--- config.mk ---
export PLATFORM = sky130hd
export DESIGN_NAME = zigzag_matrix_reorder_flat
export DESIGN_NICKNAME = d
export VERILOG_FILES = /design/src/sv/zzr_pkg.sv /design/src/sv/zzr_in_if.sv /design/src/sv/zzr_out_if.sv /design/src/sv/zzr_walk.sv /design/src/sv/zigzag_matrix_reorder.sv /design/src/flat_wrapper.sv
export SDC_FILE = /design/constraint.sdc
export NUM_CORES = 2
export LEC_CHECK = 0
export BUFFER_PORTS_ARGS = -buffer_cell sky130_fd_sc_hd__buf_2
export CAP_MARGIN = 20
export CORE_UTILIZATION = 40
export CTS_BUF_LIST = sky130_fd_sc_hd__clkbuf_2 sky130_fd_sc_hd__clkbuf_4 sky130_fd_sc_hd__clkbuf_8
export CTS_CLUSTER_DIAMETER = 60
export DETAILED_ROUTE_END_ITERATION = 10
export GPL_TIMING_DRIVEN = 0
export SLEW_MARGIN = 15
export SYNTH_ARGS = -nofsm -noshare
export SYNTH_HDL_FRONTEND = slang
export SYNTH_SLANG_ARGS = --single-unit
--- constraint.sdc ---
create_clock -name clk -period 13.38 [get_ports clk]
set_clock_uncertainty 0.2 [all_clocks]
set_input_delay 0.669 -clock clk [delete_from_list [all_inputs] [get_ports clk]]
set_output_delay 0.669 -clock clk [all_outputs]
set_load 0.005 [all_outputs]
--- src/sv/zzr_pkg.sv ---
`default_nettype none

package zzr_pkg;

  localparam int MAX_ROWS    = 8;
  localparam int MAX_COLS    = 8;
  localparam int DATA_WIDTH  = 32;
  localparam int STORE_DEPTH = MAX_ROWS * MAX_COLS;
  localparam int ADDR_W      = $clog2(STORE_DEPTH);
  localparam int CNT_W       = 7;
  localparam int DIM_W       = 3;
  localparam int CFG_W       = 4;
  localparam int DIAG_W      = 4;

  localparam logic REG_ROW_COUNT = 1'b0;
  localparam logic REG_COL_COUNT = 1'b1;

  typedef enum logic {
    ST_LOAD,
    ST_DRAIN
  } zzr_state_t;

  typedef struct packed {
    logic [DIM_W-1:0] row;
    logic [DIM_W-1:0] col;
    logic             diag_end;
    logic             last;
  } zzr_pos_t;

  // zero reads as one, anything above the maximum as the maximum
  function automatic logic [CFG_W-1:0] clamp_cnt(input logic [CFG_W-1:0] v,
                                                  input logic [CFG_W-1:0] maxv);
    logic [CFG_W-1:0] res;
    begin
      if (v == '0) begin
        res = CFG_W'(1);
      end else if (v > maxv) begin
        res = maxv;
      end else begin
        res = v;
      end
      return res;
    end
  endfunction

  // smallest row on diagonal t
  function automatic logic [DIM_W-1:0] diag_rmin(input logic [DIAG_W-1:0] t,
                                                  input logic [CFG_W-1:0] cols);
    logic [DIAG_W-1:0] d;
    begin
      if (t >= cols) begin
        d = t - cols + DIAG_W'(1);
      end else begin
        d = '0;
      end
      return d[DIM_W-1:0];
    end
  endfunction

  // largest row on diagonal t
  function automatic logic [DIM_W-1:0] diag_rmax(input logic [DIAG_W-1:0] t,
                                                  input logic [CFG_W-1:0] rows);
    logic [DIAG_W-1:0] d;
    begin
      if (t < rows) begin
        d = t;
      end else begin
        d = rows - CFG_W'(1);
      end
      return d[DIM_W-1:0];
    end
  endfunction

endpackage

`default_nettype wire

--- src/sv/zzr_in_if.sv ---
`default_nettype none

interface zzr_in_if;
  logic                                valid;
  logic                                ready;
  logic signed [zzr_pkg::DATA_WIDTH-1:0] element;

  modport source (output valid, output element, input ready);
  modport sink (input valid, input element, output ready);
endinterface

`default_nettype wire

--- src/sv/zzr_out_if.sv ---
`default_nettype none

interface zzr_out_if;
  logic                                  valid;
  logic                                  ready;
  logic signed [zzr_pkg::DATA_WIDTH-1:0] value;
  logic [zzr_pkg::DIM_W-1:0]             row;
  logic [zzr_pkg::DIM_W-1:0]             col;
  logic                                  diagonal_end;
  logic                                  last;

  modport source (output valid, output value, output row, output col,
                  output diagonal_end, output last, input ready);
  modport sink (input valid, input value, input row, input col,
                input diagonal_end, input last, output ready);
endinterface

`default_nettype wire

--- src/sv/zzr_walk.sv ---
`default_nettype none

// Zigzag position generator: steps through the diagonals one element per advance.
module zzr_walk (
  input  wire logic                      clk,
  input  wire logic                      rst_n,
  input  wire logic                      start,
  input  wire logic                      advance,
  input  wire logic [zzr_pkg::CFG_W-1:0] rows,
  input  wire logic [zzr_pkg::CFG_W-1:0] cols,
  output zzr_pkg::zzr_pos_t              pos
);

  logic [zzr_pkg::DIAG_W-1:0] diag_r, diag_nxt;
  logic [zzr_pkg::DIM_W-1:0]  row_r, row_nxt;
  logic [zzr_pkg::DIAG_W-1:0] diag_inc;
  logic [zzr_pkg::DIAG_W-1:0] diag_final;
  logic [zzr_pkg::DIAG_W-1:0] col_full;
  logic [zzr_pkg::DIM_W-1:0]  rmin, rmax;
  logic                       at_end;

  always_comb begin
    rmin       = zzr_pkg::diag_rmin(diag_r, cols);
    rmax       = zzr_pkg::diag_rmax(diag_r, rows);
    // even diagonals climb (row falls), odd ones descend
    at_end     = diag_r[0] ? (row_r == rmax) : (row_r == rmin);
    diag_inc   = diag_r + zzr_pkg::DIAG_W'(1);
    diag_final = zzr_pkg::DIAG_W'(rows) + zzr_pkg::DIAG_W'(cols) - zzr_pkg::DIAG_W'(2);
    col_full   = diag_r - zzr_pkg::DIAG_W'(row_r);

    pos.row      = row_r;
    pos.col      = col_full[zzr_pkg::DIM_W-1:0];
    pos.diag_end = at_end;
    pos.last     = at_end && (diag_r == diag_final);
  end

  always_comb begin
    diag_nxt = diag_r;
    row_nxt  = row_r;
    if (start) begin
      diag_nxt = '0;
      row_nxt  = '0;
    end else if (advance) begin
      if (at_end) begin
        diag_nxt = diag_inc;
        row_nxt  = diag_inc[0] ? zzr_pkg::diag_rmin(diag_inc, cols)
                               : zzr_pkg::diag_rmax(diag_inc, rows);
      end else if (diag_r[0]) begin
        row_nxt = row_r + zzr_pkg::DIM_W'(1);
      end else begin
        row_nxt = row_r - zzr_pkg::DIM_W'(1);
      end
    end
  end

  always_ff @(posedge clk) begin
    if (!rst_n) begin
      diag_r <= '0;
      row_r  <= '0;
    end else begin
      diag_r <= diag_nxt;
      row_r  <= row_nxt;
    end
  end

endmodule

`default_nettype wire

--- src/sv/zigzag_matrix_reorder.sv ---
// Loading: one element accepted per cycle, nothing emitted until the matrix is complete.
// Once the last element is accepted, the state enters drain and the walker restarts; each
// drain read fills the output register, one result per cycle (one read of the element
// store per cycle) unless stalled. No element is accepted while a matrix drains.
// Synchronous active-low reset clears control, sets both counts to 8; store is not cleared.
`default_nettype none

module zigzag_matrix_reorder (
  input  wire logic                      clk,
  input  wire logic                      rst_n,
  zzr_in_if.sink                         in_ch,
  zzr_out_if.source                      out_ch,
  input  wire logic                      cfg_we,
  input  wire logic                      cfg_index,
  input  wire logic [zzr_pkg::CFG_W-1:0] cfg_data
);

  zzr_pkg::zzr_state_t state_r, state_nxt;

  logic [zzr_pkg::CFG_W-1:0] row_count_r, col_count_r;
  logic [zzr_pkg::CFG_W-1:0] rows, cols;
  logic [zzr_pkg::CNT_W-1:0] load_cnt_r, load_cnt_nxt;
  logic [zzr_pkg::CNT_W-1:0] cnt_inc;
  logic [zzr_pkg::CNT_W-1:0] total;
  logic [2*zzr_pkg::CFG_W-1:0] prod;
  logic [zzr_pkg::CNT_W-1:0] addr_full;
  logic [zzr_pkg::ADDR_W-1:0] rd_addr;

  logic in_acc, mat_done, rd_en, walk_start;
  logic out_valid_r, out_valid_nxt;

  logic [zzr_pkg::DATA_WIDTH-1:0] store [zzr_pkg::STORE_DEPTH];
  logic [zzr_pkg::DATA_WIDTH-1:0] rd_data_r;
  zzr_pkg::zzr_pos_t pos;
  zzr_pkg::zzr_pos_t out_pos_r;

  always_comb begin
    rows      = zzr_pkg::clamp_cnt(row_count_r, zzr_pkg::CFG_W'(zzr_pkg::MAX_ROWS));
    cols      = zzr_pkg::clamp_cnt(col_count_r, zzr_pkg::CFG_W'(zzr_pkg::MAX_COLS));
    prod      = (2*zzr_pkg::CFG_W)'(rows) * (2*zzr_pkg::CFG_W)'(cols);
    total     = prod[zzr_pkg::CNT_W-1:0];
    cnt_inc   = load_cnt_r + zzr_pkg::CNT_W'(1);
    in_acc    = in_ch.valid && in_ch.ready;
    mat_done  = cnt_inc >= total;
    addr_full = zzr_pkg::CNT_W'(pos.row) * zzr_pkg::CNT_W'(cols)
              + zzr_pkg::CNT_W'(pos.col);
    rd_addr   = addr_full[zzr_pkg::ADDR_W-1:0];
  end

  // next state
  always_comb begin
    state_nxt = state_r;
    case (state_r)
      zzr_pkg::ST_LOAD: begin
        if (in_acc && mat_done) state_nxt = zzr_pkg::ST_DRAIN;
      end
      zzr_pkg::ST_DRAIN: begin
        if (rd_en && pos.last) state_nxt = zzr_pkg::ST_LOAD;
      end
      default: state_nxt = zzr_pkg::ST_LOAD;
    endcase
  end

  // state outputs
  always_comb begin
    in_ch.ready = 1'b0;
    rd_en       = 1'b0;
    case (state_r)
      zzr_pkg::ST_LOAD:  in_ch.ready = 1'b1;
      // the read register is the output stage: read only when it frees up
      zzr_pkg::ST_DRAIN: rd_en = !out_valid_r || out_ch.ready;
      default: begin
        in_ch.ready = 1'b0;
        rd_en       = 1'b0;
      end
    endcase
  end

  assign walk_start = in_acc && mat_done;

  always_comb begin
    load_cnt_nxt = load_cnt_r;
    if (in_acc) begin
      load_cnt_nxt = mat_done ? '0 : cnt_inc;
    end
    out_valid_nxt = out_valid_r;
    if (rd_en) begin
      out_valid_nxt = 1'b1;
    end else if (out_ch.ready) begin
      out_valid_nxt = 1'b0;
    end
  end

  zzr_walk u_walk (
    .clk     (clk),
    .rst_n   (rst_n),
    .start   (walk_start),
    .advance (rd_en),
    .rows    (rows),
    .cols    (cols),
    .pos     (pos)
  );

  always_ff @(posedge clk) begin
    if (!rst_n) begin
      state_r     <= zzr_pkg::ST_LOAD;
      row_count_r <= zzr_pkg::CFG_W'(8);
      col_count_r <= zzr_pkg::CFG_W'(8);
      load_cnt_r  <= '0;
      out_valid_r <= 1'b0;
    end else begin
      state_r     <= state_nxt;
      load_cnt_r  <= load_cnt_nxt;
      out_valid_r <= out_valid_nxt;
      if (cfg_we) begin
        case (cfg_index)
          zzr_pkg::REG_ROW_COUNT: row_count_r <= cfg_data;
          zzr_pkg::REG_COL_COUNT: col_count_r <= cfg_data;
          default: ;
        endcase
      end
    end
  end

  // element store: written in load, read in drain, never both in one cycle
  always_ff @(posedge clk) begin
    if (in_acc) begin
      store[load_cnt_r[zzr_pkg::ADDR_W-1:0]] <= in_ch.element;
    end
    if (rd_en) begin
      rd_data_r <= store[rd_addr];
      out_pos_r <= pos;
    end
  end

  assign out_ch.valid        = out_valid_r;
  assign out_ch.value        = rd_data_r;
  assign out_ch.row          = out_pos_r.row;
  assign out_ch.col          = out_pos_r.col;
  assign out_ch.diagonal_end = out_pos_r.diag_end;
  assign out_ch.last         = out_pos_r.last;

`ifndef SYNTH
  a_last_ends_diag: assert property (@(posedge clk) disable iff (!rst_n)
    (out_ch.valid && out_ch.last) |-> out_ch.diagonal_end)
    else $error("last element does not close its diagonal");

  a_pos_in_range: assert property (@(posedge clk) disable iff (!rst_n)
    (state_r == zzr_pkg::ST_DRAIN) |->
      (zzr_pkg::CFG_W'(pos.row) < rows && zzr_pkg::CFG_W'(pos.col) < cols))
    else $error("zigzag position outside the matrix");

  a_done_drains: assert property (@(posedge clk) disable iff (!rst_n)
    (in_acc && mat_done) |=> (state_r == zzr_pkg::ST_DRAIN && load_cnt_r == '0))
    else $error("completed matrix did not start the drain");

  a_hold_stall: assert property (@(posedge clk) disable iff (!rst_n)
    (out_valid_r && !out_ch.ready) |=> (out_valid_r && $stable(out_pos_r)))
    else $error("stalled result changed");
`endif

endmodule

`default_nettype wire
--- src/flat_wrapper.sv ---
// flat-port wrapper written by rule: the top's interface ports become plain ports
module zigzag_matrix_reorder_flat 
  (clk, rst_n, cfg_we, cfg_index, cfg_data, in_ch_valid, in_ch_element, in_ch_ready, out_ch_valid, out_ch_value, out_ch_row, out_ch_col, out_ch_diagonal_end, out_ch_last, out_ch_ready);
  zzr_in_if in_ch_i ();
  zzr_out_if out_ch_i ();
  input  wire logic clk;
  input  wire logic rst_n;
  input  wire logic cfg_we;
  input  wire logic cfg_index;
  input  wire logic [zzr_pkg::CFG_W-1:0] cfg_data;
  input wire logic [$bits(in_ch_i.valid)-1:0] in_ch_valid;
  input wire logic [$bits(in_ch_i.element)-1:0] in_ch_element;
  output wire logic [$bits(in_ch_i.ready)-1:0] in_ch_ready;
  output wire logic [$bits(out_ch_i.valid)-1:0] out_ch_valid;
  output wire logic [$bits(out_ch_i.value)-1:0] out_ch_value;
  output wire logic [$bits(out_ch_i.row)-1:0] out_ch_row;
  output wire logic [$bits(out_ch_i.col)-1:0] out_ch_col;
  output wire logic [$bits(out_ch_i.diagonal_end)-1:0] out_ch_diagonal_end;
  output wire logic [$bits(out_ch_i.last)-1:0] out_ch_last;
  input wire logic [$bits(out_ch_i.ready)-1:0] out_ch_ready;
  assign in_ch_i.valid = in_ch_valid;
  assign in_ch_i.element = in_ch_element;
  assign in_ch_ready = in_ch_i.ready;
  assign out_ch_valid = out_ch_i.valid;
  assign out_ch_value = out_ch_i.value;
  assign out_ch_row = out_ch_i.row;
  assign out_ch_col = out_ch_i.col;
  assign out_ch_diagonal_end = out_ch_i.diagonal_end;
  assign out_ch_last = out_ch_i.last;
  assign out_ch_i.ready = out_ch_ready;
  zigzag_matrix_reorder u_core (.clk(clk), .rst_n(rst_n), .in_ch(in_ch_i), .out_ch(out_ch_i), .cfg_we(cfg_we), .cfg_index(cfg_index), .cfg_data(cfg_data));
endmodule
==> summary.md <==
| Metric | Value |
|---|---|
| Outcome | complete, no violations |
| Post-CTS Resized | 0 |
| Worst setup SP type | flop |
| Distinct cell type count after synthesis | 58 |
| Post-Route Utilization | 47.1% |
| Routed Antenna Nets | 0 |
| Critical path's slowest cell | a211oi_1 |
| Via count | ~40,000 |
| Max H-tree Level | 5 |
| R2R Path Start | u_core.col_count_r[3]$_SDFFE_PN1P_ |
| Drt total wl | 220,000 um |
| Worst hold path stage count | 1 |
| Hold Path Origin | in_ch_element[25] |
| Cell area after synthesis | roughly 80,000 um2 |
| Post-synth top area cell | edfxtp_1 |
| Largest net degree at the start of global routing | 65 |
| Yosys reg bits | 2,112 |
| Layout cells sized above 1 | 35.2% |
| Async S/R FF share, synth | 0% |
| Post-route setup slack | 6.14 ns |
| CTS tree | yes |
| Crit Path Category | flop to flop |
| WHS Endpoint | u_core.store[28][25]$_DFFE_PP_ |
| WP buf/inv | 5 |
| CP required | 13.85 ns |
| Critical Path, Cell by Cell | inv_1 -> nand2_1 -> inv_1 -> and2_1 -> fa_1 -> inv_1 -> fa_1 -> fa_1 -> clkbuf_1 -> clkbuf_2 -> mux4_2 -> nor2b_1 -> a211oi_1 -> a31oi_1 |
| Design area | 95,500 um2 |
| Fin crit period | 7.24 ns |
| Starting Density | 40.4% |
| Hold Vio Cnt, Final | 0 |
| Tot GR Track Use | 21.3% |
| Worst VDD drop | roughly 110 uV |
| Syn_nets | 3,570 |
| Power Dens Cells | 149 nW/um2 |
| Achievable frequency | 0.138 GHz |
| Worst EP arrival | just under 8 ns |
| CORE AREA | 203,000 um2 |
| Port buffer count | 82 |
| Max incr delay on CP | 1.01 ns |
| Relative slew slack | 17.1% |
| Layout area overhead | 16.6% |
| CTS buffer count | 343 |
| Synthesized area per cell | 23.7 um2 |
| Top cell family by delay on the critical path | buffers and inverters |
| Reg-to-Reg End | u_core.out_ch.value[1]$_DFFE_PP_ |
| RSZ-0062 raised after global routing | false |
| Reg2reg path depth | 14 |
| Post-synth EDFFs | roughly 2,100 |
| Main synth FF type | edfxtp_1 |
| RD Place Congestion | roughly 0.83 |
| Max-slew violation count | 0 |
| Hold Path Class | primary input to flop |
| Setup crit end kind | flop |
| Number of global-route vias before repair | 40,200 |
| Critical Path Stages | 14 |
| Post-Synthesis Cells | 3,459 |
| Largest cells by area after synthesis | edfxtp_1 (77%), mux4_2 (18%), ha_1 (0.89%), dfxtp_1 (0.59%), nor2_1 (0.46%) |
| FF-to-FF setup slack | roughly 6.1 ns |
| Clock latency on the worst-skew pair | 1.06 ns |
| Pleak | 29.5 nW |
| Endpoints failing setup | 0 |
| Final #Nets | 4,156 |
| Max-Cap Viols | 0 |
| Period Utilization, post-route | 54.1% |
| Worst-Margin Slew | 1.24 ns |
| Die Height | around 450 um |
| DRT Pass-1 Iters | 5 |
| Setup slack at placement | around 6 ns |
| Postcts setup bufs | 0 |
| Met3 wire length | slightly below 20,000 um |
| # hold bufs at CTS | 17 |
| Highest layer used for signal routing | met5 |
| Worst Path Max Fanout | 10 |
| Seq/Total Area, Yosys | 77.1% |
| DR WL/cell | 31.7 um |
| Clock Tree Root | clkbuf_8 |
| CTS Sinks | 2,112 |
| M1 wire length | 88,500 um |
| Initial antenna violation count | 13 |
| Post-DP HPWL | between 100,000 and 150,000 um |
| Die area | 207,000 um2 |
| Vias/cell | 5.74 |
| DRC violations left | 0 |
| First-pass GRT wire length | between 300,000 and 400,000 um |
| DR WL met2 | roughly 110,000 um |
| Total Neg Setup Slack | 0 ns |
| CTS clk-pin slew, worst paths | 0.06 ns |
| Die width | 455 um |
| Synth warnings | 0 |
| Synth top area share | around three quarters |
| I/O Pins | 84 |
| Placed Area | between 80,000 and 90,000 um2 |
| Clk buf depth | 4 |
| Total power | 0.0142 W |
| Number of core rows | between 150 and 200 |
| Total gr overflow | 0 |
| DRT iter0 DRCs | 5,115 |
## cells by family after synthesis
logic type | count (synthesis) | share of synthesized area (%)
flops | 2112 | 77.1
mux | 654 | 17.8
simple gates | 246 | 1.38
buf+inv | 213 | 1.10
compound gates | 132 | 1.14
fa+ha+maj | 69 | 1.15
xor+xnor | 33 | 0.353
## routing by layer
| layer | vias up | track usage [%] |
|---|---|---|
| li1 | 16000 | - |
| met1 | 21600 | 29.0 |
| met2 | 1831 | 33.7 |
| met3 | 377 | 5.41 |
| met4 | 10 | 6.70 |
| met5 | - | 0 |
## worst max-delay path by stage
stage                                                     from                                 to  slack, ns
final                       u_core.col_count_r[3]$_SDFFE_PN1P_   u_core.out_ch.value[1]$_DFFE_PP_       6.14
after global routing        u_core.col_count_r[3]$_SDFFE_PN1P_  u_core.out_ch.value[28]$_DFFE_PP_       6.02
after floorplan           u_core.u_walk.diag_r[0]$_SDFFE_PP0P_  u_core.out_ch.value[17]$_DFFE_PP_       8.50
after global placement      u_core.col_count_r[3]$_SDFFE_PN1P_  u_core.out_ch.value[13]$_DFFE_PP_       5.53
after detailed placement    u_core.col_count_r[3]$_SDFFE_PN1P_  u_core.out_ch.value[28]$_DFFE_PP_       6.17
after CTS                   u_core.col_count_r[3]$_SDFFE_PN1P_  u_core.out_ch.value[28]$_DFFE_PP_       6.17
## cells in the mapped netlist, drive strengths merged (5+ instances only)
| cell | count |
|---|---|
| edfxtp | 2088 |
| mux4 | 641 |
| nor2 | 101 |
| clkbuf | 96 |
| buf | 78 |
| nand2 | 60 |
| ha | 58 |
| inv | 39 |
| a22oi | 36 |
| dfxtp | 24 |
| nor2b | 23 |
| o21ai | 22 |
| nand3 | 21 |
| xnor2 | 21 |
| a31oi | 13 |
| mux2i | 13 |
| xor2 | 12 |
| a211oi | 11 |
| a21oi | 11 |
| fa | 11 |
| and2 | 10 |
| a21boi | 8 |
| a21o | 8 |
| or3 | 5 |
## report_power, final
part / switching [W] / internal, W
registers: 0.0000139 / 0.00732
logic: 0.000861 / 0.000617
clock network: 0.00249 / 0.00292
total: 0.00337 / 0.0109
## cells in the final DEF (no fill, tap or decap), types with 24 or more instances in the layout
cell type	Yosys	routed
mux4_2	641	641
dlygate4sd3_1	0	40
a22oi_1	36	36
clkinv_2	0	24
nand2_1	60	60
buf_2	57	121
clkbuf_1	96	87
buf_16	0	29
inv_1	35	34
clkbuf_4	0	119
clkbuf_8	0	351
ha_1	58	58
buf_4	6	26
dfxtp_1	24	24
edfxtp_1	2088	2088
nor2_4	0	64
buf_12	0	70
nor2_1	101	37
clkinv_1	0	61
## cell type report
cell class                      instances  area (um2)
Antenna cell                            7        17.5
Buffer                                174         766
Clock buffer                          470        5720
Clock inverter                        100         669
Fill cell                           16500      107000
Inverter                               39         149
Multi-Input combinational cell       1134       18400
Sequential cell                      2112       63200
Tap cell                             2672        3340
Timing Repair Buffer                  241        3310
## through the flow
stage          std cells  hold slack, ns
6_report            6949          0.0505
5_1_grt             6948          0.0188
4_1_cts             6908          0.0730
3_5_place_dp        6321           0.226
3_3_place_gp        6213           0.213
2_1_floorplan       3459           0.206
## registers in the layout (all words and copies together), names as in the netlist, 3 cells and up
register / cells
u_core.store: 2048
u_core.out_ch.value: 32
u_core.load_cnt_r: 7
u_core.col_count_r: 4
u_core.row_count_r: 4
u_core.u_walk.diag_r: 4
u_core.out_ch.col: 3
u_core.out_ch.row: 3
u_core.u_walk.row_r: 3
Power figures use the tool's default switching activity.
